### config.mk
export PLATFORM = sky130hd
export DESIGN_NAME = rle7_gray_layer_decoder
export DESIGN_NICKNAME = d
export VERILOG_FILES = /design/src/sv/rle7_pkg.sv /design/src/sv/rle7_fifo.sv /design/src/sv/rle7_front.sv /design/src/sv/rle7_back.sv /design/src/sv/rle7_gray_layer_decoder.sv
export SDC_FILE = /design/constraint.sdc
export NUM_CORES = 1
export LEC_CHECK = 0
export BUFFER_PORTS_ARGS = -buffer_cell sky130_fd_sc_hd__buf_2
export CAP_MARGIN = 20
export CORE_MARGIN = 4
export CORE_UTILIZATION = 41
export DETAILED_ROUTE_END_ITERATION = 8
export SETUP_SLACK_MARGIN = 0.05
export SYNTH_ARGS = -nofsm -noshare
export SYNTH_HDL_FRONTEND = slang
export SYNTH_HIERARCHICAL = 1
export SYNTH_SLANG_ARGS = --single-unit
### constraint.sdc
create_clock -name i_clk -period 8.9 [get_ports i_clk]
set_clock_uncertainty 0.15 [all_clocks]
set_input_delay 0.445 -clock i_clk [delete_from_list [all_inputs] [get_ports i_clk]]
set_output_delay 0.445 -clock i_clk [all_outputs]
set_load 0.005 [all_outputs]
### src/sv/rle7_pkg.sv
package rle7_pkg;

    localparam int CODE_W   = 8;
    localparam int GRAY_W   = 8;
    localparam int PIX_W    = 26;
    localparam int LEN_W    = 28;
    localparam int DIM_W    = 13;
    localparam int STATUS_W = 2;

    localparam logic [DIM_W-1:0] FRAME_WIDTH_RST  = 13'd3840;
    localparam logic [DIM_W-1:0] FRAME_HEIGHT_RST = 13'd2400;
    localparam logic [PIX_W-1:0] FRAME_TOTAL_RST  = 26'd9216000;

    localparam logic REG_FRAME_WIDTH  = 1'b0;
    localparam logic REG_FRAME_HEIGHT = 1'b1;

    localparam logic [STATUS_W-1:0] ST_OK       = 2'd0;
    localparam logic [STATUS_W-1:0] ST_OVERFLOW = 2'd1;
    localparam logic [STATUS_W-1:0] ST_BAD      = 2'd2;
    localparam logic [STATUS_W-1:0] ST_TRUNC    = 2'd3;

    typedef enum logic [1:0] {
        K_SPAN  = 2'd0,
        K_BAD   = 2'd1,
        K_TRUNC = 2'd2
    } t_kind;

    typedef struct packed {
        t_kind              kind;
        logic [GRAY_W-1:0]  gray;
        logic [LEN_W-1:0]   want;
        logic               last;
    } t_cmd;

    typedef struct packed {
        logic [GRAY_W-1:0]   gray;
        logic [PIX_W-1:0]    start_pixel;
        logic [PIX_W-1:0]    span_length;
        logic [STATUS_W-1:0] status;
        logic                layer_end;
    } t_result;

endpackage

### src/sv/rle7_fifo.sv
module rle7_fifo #(
    parameter int WIDTH = 8,
    parameter int DEPTH = 2
) (
    input  logic             i_clk,
    input  logic             i_rst_n,
    input  logic             i_push,
    input  logic [WIDTH-1:0] i_data,
    output logic             o_full,
    input  logic             i_pop,
    output logic [WIDTH-1:0] o_data,
    output logic             o_empty
);
    localparam int AW = (DEPTH > 1) ? $clog2(DEPTH) : 1;
    localparam int CW = $clog2(DEPTH + 1);
    localparam logic [AW-1:0] LAST_PTR = AW'(DEPTH - 1);
    localparam logic [CW-1:0] FULL_CNT = CW'(DEPTH);

    logic [WIDTH-1:0] r_mem [DEPTH];
    logic [AW-1:0]    r_wr_ptr, n_wr_ptr;
    logic [AW-1:0]    r_rd_ptr, n_rd_ptr;
    logic [CW-1:0]    r_count,  n_count;
    logic             do_push, do_pop;

    assign o_full  = (r_count == FULL_CNT);
    assign o_empty = (r_count == '0);
    assign o_data  = r_mem[r_rd_ptr];
    assign do_push = i_push && !o_full;
    assign do_pop  = i_pop && !o_empty;

    always_comb begin
        n_wr_ptr = r_wr_ptr;
        n_rd_ptr = r_rd_ptr;
        n_count  = r_count;
        if (do_push) begin
            n_wr_ptr = (r_wr_ptr == LAST_PTR) ? '0 : r_wr_ptr + 1'b1;
        end
        if (do_pop) begin
            n_rd_ptr = (r_rd_ptr == LAST_PTR) ? '0 : r_rd_ptr + 1'b1;
        end
        if (do_push && !do_pop) begin
            n_count = r_count + 1'b1;
        end else if (do_pop && !do_push) begin
            n_count = r_count - 1'b1;
        end
    end

    always_ff @(posedge i_clk) begin
        if (!i_rst_n) begin
            r_wr_ptr <= '0;
            r_rd_ptr <= '0;
            r_count  <= '0;
        end else begin
            r_wr_ptr <= n_wr_ptr;
            r_rd_ptr <= n_rd_ptr;
            r_count  <= n_count;
        end
    end

    always_ff @(posedge i_clk) begin
        if (do_push) begin
            r_mem[r_wr_ptr] <= i_data;
        end
    end

endmodule

### src/sv/rle7_front.sv
module rle7_front (
    input  logic                          i_clk,
    input  logic                          i_rst_n,
    input  logic                          i_valid,
    input  logic [rle7_pkg::CODE_W-1:0]   i_code_byte,
    input  logic                          i_last,
    output logic                          o_cmd_valid,
    output rle7_pkg::t_cmd                o_cmd
);
    import rle7_pkg::*;

    typedef enum logic [2:0] {
        PH_CODE = 3'b001,
        PH_LEN1 = 3'b010,
        PH_LENN = 3'b100
    } t_phase;

    t_phase              r_phase, n_phase;
    logic [GRAY_W-1:0]   r_gray,  n_gray;
    logic [1:0]          r_left,  n_left;
    logic [LEN_W-1:0]    r_accum, n_accum;

    logic [GRAY_W-1:0]   code_gray;
    logic [1:0]          left_dec;
    logic [LEN_W-1:0]    accum_shift;

    assign code_gray   = {i_code_byte[6:0], 1'b1};
    assign left_dec    = r_left - 1'b1;
    assign accum_shift = {r_accum[LEN_W-9:0], i_code_byte};

    always_comb begin
        n_phase      = r_phase;
        n_gray       = r_gray;
        n_left       = r_left;
        n_accum      = r_accum;
        o_cmd_valid  = 1'b0;
        o_cmd.kind   = K_TRUNC;
        o_cmd.gray   = r_gray;
        o_cmd.want   = r_accum;
        o_cmd.last   = i_last;
        if (i_valid) begin
            unique case (r_phase)
                PH_CODE: begin
                    if (!i_code_byte[7]) begin
                        o_cmd_valid = 1'b1;
                        o_cmd.kind  = K_SPAN;
                        o_cmd.gray  = code_gray;
                        o_cmd.want  = LEN_W'(1);
                    end else begin
                        n_gray      = code_gray;
                        n_phase     = PH_LEN1;
                        o_cmd_valid = i_last;
                        o_cmd.gray  = code_gray;
                    end
                end
                PH_LEN1: begin
                    if (!i_code_byte[7]) begin
                        n_accum     = LEN_W'(i_code_byte[6:0]);
                        n_left      = 2'd0;
                        n_phase     = PH_CODE;
                        o_cmd_valid = 1'b1;
                        o_cmd.kind  = K_SPAN;
                        o_cmd.want  = LEN_W'(i_code_byte[6:0]);
                    end else if (i_code_byte[7:6] == 2'b10) begin
                        n_accum     = LEN_W'(i_code_byte[5:0]);
                        n_left      = 2'd1;
                        n_phase     = PH_LENN;
                        o_cmd_valid = i_last;
                    end else if (i_code_byte[7:5] == 3'b110) begin
                        n_accum     = LEN_W'(i_code_byte[4:0]);
                        n_left      = 2'd2;
                        n_phase     = PH_LENN;
                        o_cmd_valid = i_last;
                    end else if (i_code_byte[7:4] == 4'b1110) begin
                        n_accum     = LEN_W'(i_code_byte[3:0]);
                        n_left      = 2'd3;
                        n_phase     = PH_LENN;
                        o_cmd_valid = i_last;
                    end else begin
                        n_phase     = PH_CODE;
                        o_cmd_valid = 1'b1;
                        o_cmd.kind  = K_BAD;
                    end
                end
                PH_LENN: begin
                    n_accum = accum_shift;
                    n_left  = left_dec;
                    if (left_dec == 2'd0) begin
                        n_phase     = PH_CODE;
                        o_cmd_valid = 1'b1;
                        o_cmd.kind  = K_SPAN;
                        o_cmd.want  = accum_shift;
                    end else begin
                        o_cmd_valid = i_last;
                    end
                end
                default: begin
                    n_phase = PH_CODE;
                end
            endcase
            // end of layer: start over
            if (i_last) begin
                n_phase = PH_CODE;
                n_gray  = '0;
                n_left  = '0;
                n_accum = '0;
            end
        end
    end

    always_ff @(posedge i_clk) begin
        if (!i_rst_n) begin
            r_phase <= PH_CODE;
            r_gray  <= '0;
            r_left  <= '0;
            r_accum <= '0;
        end else begin
            r_phase <= n_phase;
            r_gray  <= n_gray;
            r_left  <= n_left;
            r_accum <= n_accum;
        end
    end

endmodule

### src/sv/rle7_back.sv
module rle7_back (
    input  logic                         i_clk,
    input  logic                         i_rst_n,
    input  logic [rle7_pkg::PIX_W-1:0]   i_frame_total,
    input  logic                         i_cmd_valid,
    input  rle7_pkg::t_cmd               i_cmd,
    output logic                         o_cmd_pop,
    input  logic                         i_res_full,
    output logic                         o_res_push,
    output rle7_pkg::t_result            o_res
);
    import rle7_pkg::*;

    logic [PIX_W-1:0] r_pixel, n_pixel;
    logic             r_halted, n_halted;

    logic [PIX_W:0]   diff;
    logic [PIX_W-1:0] room;
    logic             too_long;

    assign diff     = {1'b0, i_frame_total} - {1'b0, r_pixel};
    assign room     = diff[PIX_W] ? '0 : diff[PIX_W-1:0];
    assign too_long = i_cmd.want > LEN_W'(room);
    assign o_cmd_pop = i_cmd_valid && !i_res_full;

    always_comb begin
        n_pixel           = r_pixel;
        n_halted          = r_halted;
        o_res_push        = 1'b0;
        o_res.gray        = i_cmd.gray;
        o_res.start_pixel = r_pixel;
        o_res.span_length = '0;
        o_res.status      = ST_OK;
        o_res.layer_end   = i_cmd.last;
        if (o_cmd_pop) begin
            if (r_halted) begin
                // drop everything but the layer's last beat
                o_res_push = i_cmd.last;
                o_res.gray = '0;
            end else begin
                unique case (i_cmd.kind)
                    K_SPAN: begin
                        o_res_push = 1'b1;
                        if (too_long) begin
                            n_halted          = 1'b1;
                            n_pixel           = r_pixel + room;
                            o_res.span_length = room;
                            o_res.status      = ST_OVERFLOW;
                        end else begin
                            n_pixel           = r_pixel + i_cmd.want[PIX_W-1:0];
                            o_res.span_length = i_cmd.want[PIX_W-1:0];
                        end
                    end
                    K_BAD: begin
                        o_res_push   = 1'b1;
                        n_halted     = 1'b1;
                        o_res.status = ST_BAD;
                    end
                    K_TRUNC: begin
                        o_res_push   = 1'b1;
                        o_res.status = ST_TRUNC;
                    end
                    default: begin
                        o_res_push = 1'b0;
                    end
                endcase
            end
            if (i_cmd.last) begin
                n_pixel  = '0;
                n_halted = 1'b0;
            end
        end
    end

    always_ff @(posedge i_clk) begin
        if (!i_rst_n) begin
            r_pixel  <= '0;
            r_halted <= 1'b0;
        end else begin
            r_pixel  <= n_pixel;
            r_halted <= n_halted;
        end
    end

endmodule

### src/sv/rle7_gray_layer_decoder.sv
// Path: a byte that causes a result pushes a command into the command queue at the
// accepting edge; the back end moves it into the result queue when that has room.
// Throughput: one byte per cycle if not full; one command per cycle if results not full.
// Reset (synchronous, active low) empties both queues, returns to the start of a
// layer and loads frame 3840 x 2400.
module rle7_gray_layer_decoder #(
    parameter int CMD_DEPTH = 2,
    parameter int RES_DEPTH = 2
) (
    input  logic                            i_clk,
    input  logic                            i_rst_n,
    input  logic                            i_cfg_we,
    input  logic                            i_cfg_index,
    input  logic [rle7_pkg::DIM_W-1:0]      i_cfg_data,
    input  logic                            push,
    output logic                            full,
    input  logic [rle7_pkg::CODE_W-1:0]     i_code_byte,
    input  logic                            i_last,
    output logic                            empty,
    input  logic                            pop,
    output logic [rle7_pkg::GRAY_W-1:0]     o_gray,
    output logic [rle7_pkg::PIX_W-1:0]      o_start_pixel,
    output logic [rle7_pkg::PIX_W-1:0]      o_span_length,
    output logic [rle7_pkg::STATUS_W-1:0]   o_status,
    output logic                            o_layer_end
);
    import rle7_pkg::*;

    logic [DIM_W-1:0] r_frame_width,  n_frame_width;
    logic [DIM_W-1:0] r_frame_height, n_frame_height;
    logic [PIX_W-1:0] r_frame_total,  n_frame_total;

    logic             in_accept;
    logic             cmd_push, cmd_full, cmd_empty, cmd_pop;
    t_cmd             cmd_in, cmd_out;
    logic [$bits(t_cmd)-1:0] cmd_bits;
    logic             res_push, res_full;
    t_result          res_in, res_out;
    logic [$bits(t_result)-1:0] res_bits;

    // frame size product tracks each register write
    always_comb begin
        n_frame_width  = r_frame_width;
        n_frame_height = r_frame_height;
        n_frame_total  = r_frame_total;
        if (i_cfg_we) begin
            unique case (i_cfg_index)
                REG_FRAME_WIDTH: begin
                    n_frame_width = i_cfg_data;
                    n_frame_total = PIX_W'(i_cfg_data) * PIX_W'(r_frame_height);
                end
                REG_FRAME_HEIGHT: begin
                    n_frame_height = i_cfg_data;
                    n_frame_total  = PIX_W'(r_frame_width) * PIX_W'(i_cfg_data);
                end
                default: begin
                    n_frame_total = r_frame_total;
                end
            endcase
        end
    end

    always_ff @(posedge i_clk) begin
        if (!i_rst_n) begin
            r_frame_width  <= FRAME_WIDTH_RST;
            r_frame_height <= FRAME_HEIGHT_RST;
            r_frame_total  <= FRAME_TOTAL_RST;
        end else begin
            r_frame_width  <= n_frame_width;
            r_frame_height <= n_frame_height;
            r_frame_total  <= n_frame_total;
        end
    end

    assign full      = cmd_full;
    assign in_accept = push && !cmd_full;

    rle7_front u_front (
        .i_clk       (i_clk),
        .i_rst_n     (i_rst_n),
        .i_valid     (in_accept),
        .i_code_byte (i_code_byte),
        .i_last      (i_last),
        .o_cmd_valid (cmd_push),
        .o_cmd       (cmd_in)
    );

    rle7_fifo #(
        .WIDTH ($bits(t_cmd)),
        .DEPTH (CMD_DEPTH)
    ) u_cmd_q (
        .i_clk   (i_clk),
        .i_rst_n (i_rst_n),
        .i_push  (cmd_push),
        .i_data  (cmd_in),
        .o_full  (cmd_full),
        .i_pop   (cmd_pop),
        .o_data  (cmd_bits),
        .o_empty (cmd_empty)
    );

    assign cmd_out = t_cmd'(cmd_bits);

    rle7_back u_back (
        .i_clk         (i_clk),
        .i_rst_n       (i_rst_n),
        .i_frame_total (r_frame_total),
        .i_cmd_valid   (!cmd_empty),
        .i_cmd         (cmd_out),
        .o_cmd_pop     (cmd_pop),
        .i_res_full    (res_full),
        .o_res_push    (res_push),
        .o_res         (res_in)
    );

    rle7_fifo #(
        .WIDTH ($bits(t_result)),
        .DEPTH (RES_DEPTH)
    ) u_res_q (
        .i_clk   (i_clk),
        .i_rst_n (i_rst_n),
        .i_push  (res_push),
        .i_data  (res_in),
        .o_full  (res_full),
        .i_pop   (pop),
        .o_data  (res_bits),
        .o_empty (empty)
    );

    assign res_out       = t_result'(res_bits);
    assign o_gray        = res_out.gray;
    assign o_start_pixel = res_out.start_pixel;
    assign o_span_length = res_out.span_length;
    assign o_status      = res_out.status;
    assign o_layer_end   = res_out.layer_end;

    a_res_no_overrun: assert property (@(posedge i_clk) disable iff (!i_rst_n)
        res_push |-> !res_full)
        else $error("result written into a full queue");

    a_last_always_cmd: assert property (@(posedge i_clk) disable iff (!i_rst_n)
        (in_accept && i_last) |-> (cmd_push && cmd_in.last))
        else $error("last byte produced no command");

    a_trunc_ends_layer: assert property (@(posedge i_clk) disable iff (!i_rst_n)
        (!empty && o_status == ST_TRUNC) |-> o_layer_end)
        else $error("truncated run reported before layer end");

    a_bad_is_empty: assert property (@(posedge i_clk) disable iff (!i_rst_n)
        (!empty && (o_status == ST_BAD || o_status == ST_TRUNC)) |-> (o_span_length == '0))
        else $error("error result carries pixels");

endmodule
---- After elaboration in Yosys (flattened, before gate mapping) ----
Memory sizes are Yosys's and may differ from the RTL's. A register that Yosys moved wholly into a read port is not among the register bits.
Cells that the tools add are included.
storage, ports and cells
  logic and storage cells ................. 163
  memories ................................ 2
  output and inout bits ................... 65
  flip-flop bits (word level) ............. 128
  bits of input ports ..................... 28
  memory bits (writable) .................. 204
memory list
  memory         words  bits a word  read ports  clocked after memory_dff  wr ports  line             source
  u_res_q.r_mem  2      63           1           1                         1         rle7_fifo.sv:19  logic [WIDTH-1:0] r_mem [DEPTH];
  u_cmd_q.r_mem  2      39           1           1                         1         rle7_fifo.sv:19
cells by class
  muxes and demuxes ....................... 81
  $lt $le $gt $ge ......................... 1
  reductions and logical operators ........ 35
  $mul .................................... 2
  $add $sub $neg .......................... 12
  bitwise gates (word level) .............. 1
  equality and inequality tests ........... 14
operator list
  cell                                                   number
  two-way mux 28 bit                                     10
  two-way mux 26 bit                                     7
  case mux 28 bit (3 select lines)                       1
  case mux 28 bit (2 select lines)                       1
  adder 26 bit                                           2
  multiplier 13 x 13 -> 26 bit                           2
  case mux 26 bit (2 select lines)                       1
  two-way mux 8 bit                                      6
  two-way mux 38 bit                                     1
  two-way mux 2 bit                                      15
  greater-than comparator 28 x 26 -> 1 bit               1
  subtractor 26 x 26 -> 27 bit                           1
  two-way mux 1 bit                                      26
  two-way mux 3 bit                                      7
  case mux 2 bit (3 select lines)                        2
  AND reduction 3 bit                                    4
  logical AND 1 bit                                      10
  nonzero test 2 bit                                     5
  case mux 3 bit (3 select lines)                        1
  == test 2 bit, second input constant                   4
  logical NOT 1 bit                                      8
  logical NOT 2 bit                                      4
  == test 3 bit, second input constant                   2
  inequality test 6 x 3 -> 1 bit, second input constant  1
  other kinds (17)                                       24

---- Longest topological paths before layout ----
Gate-level depths: netlist of run 1.
  depth in word-level cells ............... 12
  mapped depth ............................ 36
  gate-level depth less buffers ........... 33

---- By module ----
The synthesis of run 1 kept the hierarchy.
by module, submodules not included
  module                   area each (um^2)  sequential area each (um^2)  times used  cells each
  rle7_gray_layer_decoder  13,167.6          1,041.0                      1           1,575
  rle7_back                5,024.8           540.5                        1           681
  rle7_fifo at u_res_q     4,777.1           3,883.7                      1           221
  rle7_fifo at u_cmd_q     3,041.7           2,442.3                      1           146
  rle7_front               2,190.9           820.8                        1           225

---- Least setup slack after synthesis of run 1 ----
No wires, ideal clock.
  path type ............................... register -> register
  start ................................... register r_frame_total[0]
  end ..................................... register u_back.r_pixel[24]
  required time ........................... 8.626 ns
  stages on the path, launching flop included .. 32
  path buffers ............................ 2
  setup slack ............................. 2.087 ns
  setup time .............................. 0.124 ns
  arrival time ............................ 6.539 ns
  period minus slack after synthesis ...... 6.813 ns
  cells stage by stage .................... dfxtp_1 inv_1 ha_1 fa_1 nand2b_1 a21oi_1 o21ai_2 a21oi_2 nor3_2 nor2_2 a31oi_2 or3b_2 ha_1 a21oi_1 nand2_1 a2111o_1 a22oi_1 buf_2 buf_1 o31ai_1 ha_1 fa_1 a21o_1 a21o_1 a31oi_1 nor2_1 a21oi_1 a31oi_1 a31o_2 o21ai_0 mux2i_1 o21ai_0
on the way
  cells in the longest elaborated chain, start to end .. 7
  elaborated cells on any way between the ends .. 8
  classes of those cells .................. 2 x add/sub; 1 x order compare; 5 x mux
RTL lines
  element                                                                          line                              source
  start: declaration                                                               rle7_gray_layer_decoder.sv:31     logic [PIX_W-1:0] r_frame_total, n_frame_total;
  start signal: assignment                                                         rle7_gray_layer_decoder.sv:71     r_frame_total <= n_frame_total;
  subtractor 26 x 26 -> 27 bit *                                                   rle7_back.sv:21                   assign diff = {1'b0, i_frame_total} - {1'b0, r_pixel};
  two-way mux 26 bit *                                                             rle7_back.sv:22                   assign room = diff[PIX_W] ? '0 : diff[PIX_W-1:0];
  adder 26 bit / greater-than comparator 28 x 26 -> 1 bit (equally long branches)  rle7_back.sv:46, rle7_back.sv:23
  two-way mux 26 bit *                                                             rle7_back.sv:44                   if (too_long) begin
  two-way mux 26 bit *                                                             rle7_back.sv:41                   unique case (i_cmd.kind)
  two-way mux 26 bit *                                                             rle7_back.sv:36                   if (r_halted) begin
  two-way mux 26 bit *                                                             rle7_back.sv:68                   if (i_cmd.last) begin
  end signal: assignment                                                           rle7_back.sv:80                   r_pixel <= n_pixel;
  end: declaration                                                                 rle7_back.sv:14                   logic [PIX_W-1:0] r_pixel, n_pixel;
Every way passes the cells marked *; elsewhere a longest branch is shown, timed or not. The select of a mux whose other input is x is not followed.
A chain may end at the register's enable or synchronous reset.

---- Worst setup path after layout of run 1 ----
  start ................................... register u_back.r_pixel[0]
  end ..................................... register u_back.r_pixel[25]
on the way
  cells in the longest elaborated chain, start to end .. 7
  elaborated cells on any way between the ends .. 9
  classes of those cells .................. 3 x add/sub; 1 x order compare; 5 x mux
RTL lines
  element                                                                          line
  subtractor 26 x 26 -> 27 bit                                                     rle7_back.sv:21
  two-way mux 26 bit                                                               rle7_back.sv:22
  adder 26 bit / greater-than comparator 28 x 26 -> 1 bit (equally long branches)  rle7_back.sv:46, rle7_back.sv:23
  two-way mux 26 bit *                                                             rle7_back.sv:44
  two-way mux 26 bit *                                                             rle7_back.sv:41
  two-way mux 26 bit *                                                             rle7_back.sv:36
  two-way mux 26 bit *                                                             rle7_back.sv:68
Marked as above.

==> out/results.txt, run 1 <==
Main synth FF type -> edfxtp_1
Post-synth EDFFs -> 204
Kind of critical path -> reg -> reg
Root Driver -> clkbuf_16
Multiplexer share of the synthesized area -> 4.98%
Commonest non-fill, non-tap cell in the layout -> inv_1
Flops & latches, synth -> 334
Fraction of the mapped netlist area in simple logic gates -> 14.1%
Asr flop ratio synth -> 0%
Layout cell share with drive strength beyond 1 -> 11.7%
IO Count -> 93
Die H -> 270 um
RR Endpoint -> u_back/r_pixel[25]$_SDFFE_PN0P_
Total track usage -> 18.7%
Reg-to-reg startpoint -> u_back/r_pixel[0]$_SDFFE_PN0P_
Worst reg2reg setup slack -> 1.01 ns
Status -> finished, final reports clean
CTS tree -> done
Post-synthesis compound-gate area fraction -> 12.1%
Crit path launch type -> register
Final hold vios -> 0
Antenna violations before repair -> 0
Design Area, Final -> 0.0306 mm2
Clk buf depth -> 3
FMAX -> 127 MHz
Die area -> 0.0730 mm2
Die Wd -> 270 um
Final Hold Slack -> 0.0314 ns
Part of the Yosys area used for sequential elements -> 30.9%
Crit. End Element -> register
Worst path slowest cell -> or3b_2
Hold Path Depth -> 2
Final #Nets -> 3360
Hold crit path type -> in -> reg
R2R depth -> 28
Final setup violation count -> 0
Adder-cell share of the synthesized area -> 27.4%
I/O Buffers -> 92
Drt pass-1 iters -> 6
Rel. slew slack -> 24.4%
Yosys Warn Count -> 6
Critical path peak fanout -> 43
Routability cong. -> 0.917
Max VDD drop -> 0.157 mV
# rows -> 95
Xor/xnor share of the synthesized area -> 2.52%
Hpwl dp -> 50400 um
Most frequent cells in the layout -> inv_1 (419), nand2_1 (347), fa_1 (244)
Netlist cell types -> 101
Area growth, synth to finish -> 8.50%
Mean Syn Cell Area -> 9.90 um2
Largest family of logic cells by synthesized area -> adder cells
Post-cts repair resize count -> 0
PD cells -> 275 mW/mm2
Num CTS Buffers -> 38
Largest net degree at the start of global routing -> 64
Initial Util -> 41.7%
Number of global-route vias before repair -> 20800
Crit share post-route -> 88.7%
Drt total wl -> 68800 um
# hold bufs at CTS -> 0
Hold path startpoint -> i_code_byte[0]
Critical path's most frequent cell -> ha_1
Number of buffers added for setup after CTS -> 0
Pleak -> 13.6 nW
Global-route wire length before repair -> 111000 um
Cell count after synthesis -> 2848
Iteration-0 DRC Markers -> 1200
Setup_tns -> 0 ns
Antenna viol nets, final -> 0
Vias/cell -> 5.36
Slew Limit Fails -> 0
H-tree depth -> 2
Hold Path Sink -> u_front/r_accum[0]$_SDFFE_PN0P_
Critical Path AT -> 8.18 ns
Tmin final -> 7.89 ns
Max_cap viols -> 0
Required @ worst endpoint -> 9.19 ns
Syn_nets -> 3348
CTS sink cnt -> 334
Area of the core -> 0.0676 mm2
DRC violations left -> 0
Vias -> 20200
GR Overflow Total -> 0
DR WL/cell -> 18.3 um
Unrepaired setup endpoints after global routing -> no
Slew of the pin with the lowest slew margin -> 1.13 ns
Mapped cell area -> 0.0282 mm2
Critical path's largest stage delay -> 0.60 ns
Clk Latency, worst-skew pair -> 0.56 ns
Placed inst area -> 0.0293 mm2
Clock transition at the registers of the reported paths -> 0.06 ns
how the worst max path moves through the flow:
stage,start,endpoint,slack [ns],depth (start not counted)
after detailed placement,u_back/r_pixel[7]$_SDFFE_PN0P_,u_back/r_pixel[25]$_SDFFE_PN0P_,1.11,30
after CTS,u_back/r_pixel[0]$_SDFFE_PN0P_,u_back/r_pixel[25]$_SDFFE_PN0P_,1.08,29
final,u_back/r_pixel[0]$_SDFFE_PN0P_,u_back/r_pixel[25]$_SDFFE_PN0P_,1.01,28
after global routing,u_back/r_pixel[0]$_SDFFE_PN0P_,u_back/r_pixel[25]$_SDFFE_PN0P_,0.40,29
after floorplan,r_frame_total[0]$_SDFFE_PN0P_,u_back/r_pixel[24]$_SDFFE_PN0P_,2.09,31
after global placement,u_back/r_pixel[7]$_SDFFE_PN0P_,u_back/r_pixel[25]$_SDFFE_PN0P_,1.30,30
area by class of cell:
class | instances | area (um2)
inverters | 421 | 1580
well taps | 873 | 1090
clock buffers | 50 | 1020
repair buffers | 110 | 611
flip-flops and latches | 334 | 8730
diodes | 2 | 5.00
clock inverters | 19 | 289
fillers | 6353 | 37000
multi-input cells | 1955 | 17300
layer usage:
| layer | wire, um | global-route usage (%) | part of all wire (%) |
|---|---|---|---|
| met2 | 32500 | 31.5 | 47 |
| met5 | 0 | 0 | 0 |
| met1 | 31200 | 25.5 | 45 |
| met4 | 1870 | 5.45 | 2.7 |
| met3 | 3210 | 2.54 | 4.7 |
registers in the layout (all words and copies together), names as in the netlist, 3 cells and up, named ones only:
signal,count
r_frame_height,13
r_frame_total,26
u_front/r_gray,8
u_front/r_accum,28
u_cmd_q/r_mem,78
u_back/r_pixel,26
r_frame_width,13
u_front/r_phase,3
u_res_q/r_mem,126
critical path, delay by kind of cell, from the launching register on:
kind | cells | cell delay [ns]
AOI/OAI and AO/OA | 13 | 3.43
buffers and inverters | 1 | 0.46
adders and majority gates | 4 | 1.27
DFF | 1 | 0.39
and+or+nand+nor | 10 | 2.06
cells by family after synthesis:
logic type,Yosys count
xor+xnor,81
compound gates,477
buf+inv,559
flops,334
fa+ha+maj,472
mux,126
simple gates,799
stage by stage:
stage	power [W]	utilization, %	std cells	setup WS [ns]
finish	0.00841	45.2	3764	1.01
global route	0.00913	45.2	3762	0.397
detailed placement	0.00682	43.3	3691	1.11
global placement	0.00674	43.3	3691	1.30
CTS	0.00848	45.2	3760	1.08
floorplan	0.00555	-	2848	2.09
synth_stat cells, drive strengths merged (39+ instances only):
library cell	number	area, um2
o21ai	81	424
edfxtp	204	6130
nand2	347	1300
buf	39	268
clkbuf	99	373
ha	228	2850
fa	244	4880
inv	421	1580
xnor2	44	385
mux2	114	1280
and2	205	1280
dfxtp	130	2600
a21o	44	330
a22o	52	455
a21oi	113	588
nor2	68	270
report_power, final:
part / internal (W) / switching, W
clock: 0.000964 / 0.000650
sequential: 0.00196 / 0.000131
combinational: 0.00188 / 0.00282
total: 0.00481 / 0.00360
(Power assumes the default switching activity.)
==> run 2: changes to the inputs <==
CORE_UTILIZATION = 34   (was 41)
==> out/results.txt, run 2 (synthesis results as in run 1) <==
Status -> finished, final reports clean
Area growth, synth to finish -> 9.91%
Hold Path Depth -> 2
Vias -> 20000
Critical path's largest stage delay -> 0.57 ns
Kind of critical path -> reg -> reg
Drt pass-1 iters -> 8
CTS tree -> done
Routability cong. -> 0.898
Final hold vios -> 0
PD cells -> 276 mW/mm2
Total power -> 0.00855 W
Placed inst area -> 0.0295 mm2
R2R depth -> 31
Root Driver -> clkbuf_16
Rel. slew slack -> 35.0%
Antenna viol nets, final -> 0
# hold bufs at CTS -> 0
Iteration-0 DRC Markers -> 1267
Final Hold Slack -> 0.0228 ns
# rows -> 105
Unrepaired setup endpoints after global routing -> no
FMAX -> 127 MHz
Vias/cell -> 5.05
Required @ worst endpoint -> 9.19 ns
Clock transition at the registers of the reported paths -> 0.06 ns
GR Overflow Total -> 0
Worst reg2reg setup slack -> 1.01 ns
Num CTS Buffers -> 39
Total track usage -> 15.8%
Hold Path Sink -> u_front/r_accum[2]$_SDFFE_PN0P_
Layout cell share with drive strength beyond 1 -> 11.8%
Max reg flops -> 126
Drt total wl -> 68300 um
Global-route wire length before repair -> 111000 um
Initial Util -> 34.3%
RR Endpoint -> u_back/r_pixel[25]$_SDFFE_PN0P_
H-tree depth -> 2
Hpwl dp -> 50200 um
Area of the core -> 0.0821 mm2
Final setup violation count -> 0
Max VDD drop -> 0.181 mV
I/O Buffers -> 92
Number of global-route vias before repair -> 20500
Crit share post-route -> 88.7%
Most frequent cells in the layout -> inv_1 (419), nand2_1 (347), fa_1 (244)
DR WL/cell -> 17.2 um
Antenna violations before repair -> 0
Reg with most FFs -> u_res_q/r_mem
Hold path startpoint -> i_code_byte[2]
Slew of the pin with the lowest slew margin -> 0.975 ns
Critical path's most frequent cell -> ha_1
Die area -> 0.0876 mm2
Setup_tns -> 0 ns
Die H -> 296 um
Tmin final -> 7.89 ns
DRC violations left -> 0
Largest registers -> u_res_q/r_mem (126), u_cmd_q/r_mem (78), u_front/r_accum (28)
Hold crit path type -> in -> reg
Inst Count DP -> 3889
Worst path slowest cell -> or3b_2
Clk buf depth -> 3
Slew Limit Fails -> 0
Final #Nets -> 3362
Design Area, Final -> 0.0310 mm2
Largest net degree at the start of global routing -> 65
Die Wd -> 296 um
Critical path peak fanout -> 20
Post-cts repair resize count -> 0
# diodes -> 0
Pleak -> 13.7 nW
Number of buffers added for setup after CTS -> 0
Clk Latency, worst-skew pair -> 0.56 ns
CTS sink cnt -> 334
Fin cells -> 3962
Critical Path AT -> 8.18 ns
Commonest non-fill, non-tap cell in the layout -> inv_1
Max_cap viols -> 0
Crit path launch type -> register
Crit. End Element -> register
IO Count -> 93
Reg-to-reg startpoint -> r_frame_total[0]$_SDFFE_PN0P_
==> run 2: cell count changes in the layout (fill, tap and decap cells not counted), moves of 2 or more <==
cell        delta
bufinv_16      +4
clkinvlp_4     -4
clkbuf_1       -5
inv_6          +3
diode_2        -2
clkinv_1       +4
==> run 2: layer usage <==
layer	GRT usage, %	share of wire [%]	vias to the layer above
met4	4.76	3.1	0
met2	26.9	48	432
met3	1.66	4.2	96
li1	-	-	9544
met1	21.2	45	9953
met5	0	0	-
==> run 2: report_power, final <==
part           total (W)  internal [W]  switching, W
Clock            0.00175       0.00110      0.000652
Sequential       0.00209       0.00196      0.000126
Combinational    0.00472       0.00189       0.00283
==> run 2: how the worst max path moves through the flow <==
stage / start / endpoint / slack, ns
after floorplan: r_frame_total[0]$_SDFFE_PN0P_ / u_back/r_pixel[24]$_SDFFE_PN0P_ / 2.09
after global placement: r_frame_total[0]$_SDFFE_PN0P_ / u_back/r_pixel[25]$_SDFFE_PN0P_ / 1.33
after detailed placement: r_frame_total[0]$_SDFFE_PN0P_ / u_back/r_pixel[25]$_SDFFE_PN0P_ / 1.19
after CTS: r_frame_total[0]$_SDFFE_PN0P_ / u_back/r_pixel[25]$_SDFFE_PN0P_ / 1.15
after global routing: r_frame_total[0]$_SDFFE_PN0P_ / u_back/r_pixel[25]$_SDFFE_PN0P_ / 0.51
final: r_frame_total[0]$_SDFFE_PN0P_ / u_back/r_pixel[25]$_SDFFE_PN0P_ / 1.01
==> run 2: worst max-delay path: cells and delay by family (launching register included) <==
kind | cells | cell delay, ns
flops | 1 | 0.33
compound gates | 14 | 3.39
fa+ha+maj | 4 | 1.27
simple gates | 11 | 2.24
buf+inv | 2 | 0.39
==> run 2: per-stage QoR <==
step / utilization (%) / worst slack (ns)
floorplan: - / 2.09
global placement: 36.0 / 1.33
detailed placement: 36.0 / 1.19
CTS: 37.7 / 1.15
global route: 37.7 / 0.513
finish: 37.7 / 1.01
==> run 2: layout make-up <==
cell class / instances / area (um2)
fillers: 8068 / 51100
multi-input cells: 1955 / 17300
flip-flops and latches: 334 / 8730
inverters: 421 / 1580
well taps: 1070 / 1340
clock buffers: 47 / 1040
repair buffers: 111 / 631
clock inverters: 24 / 397
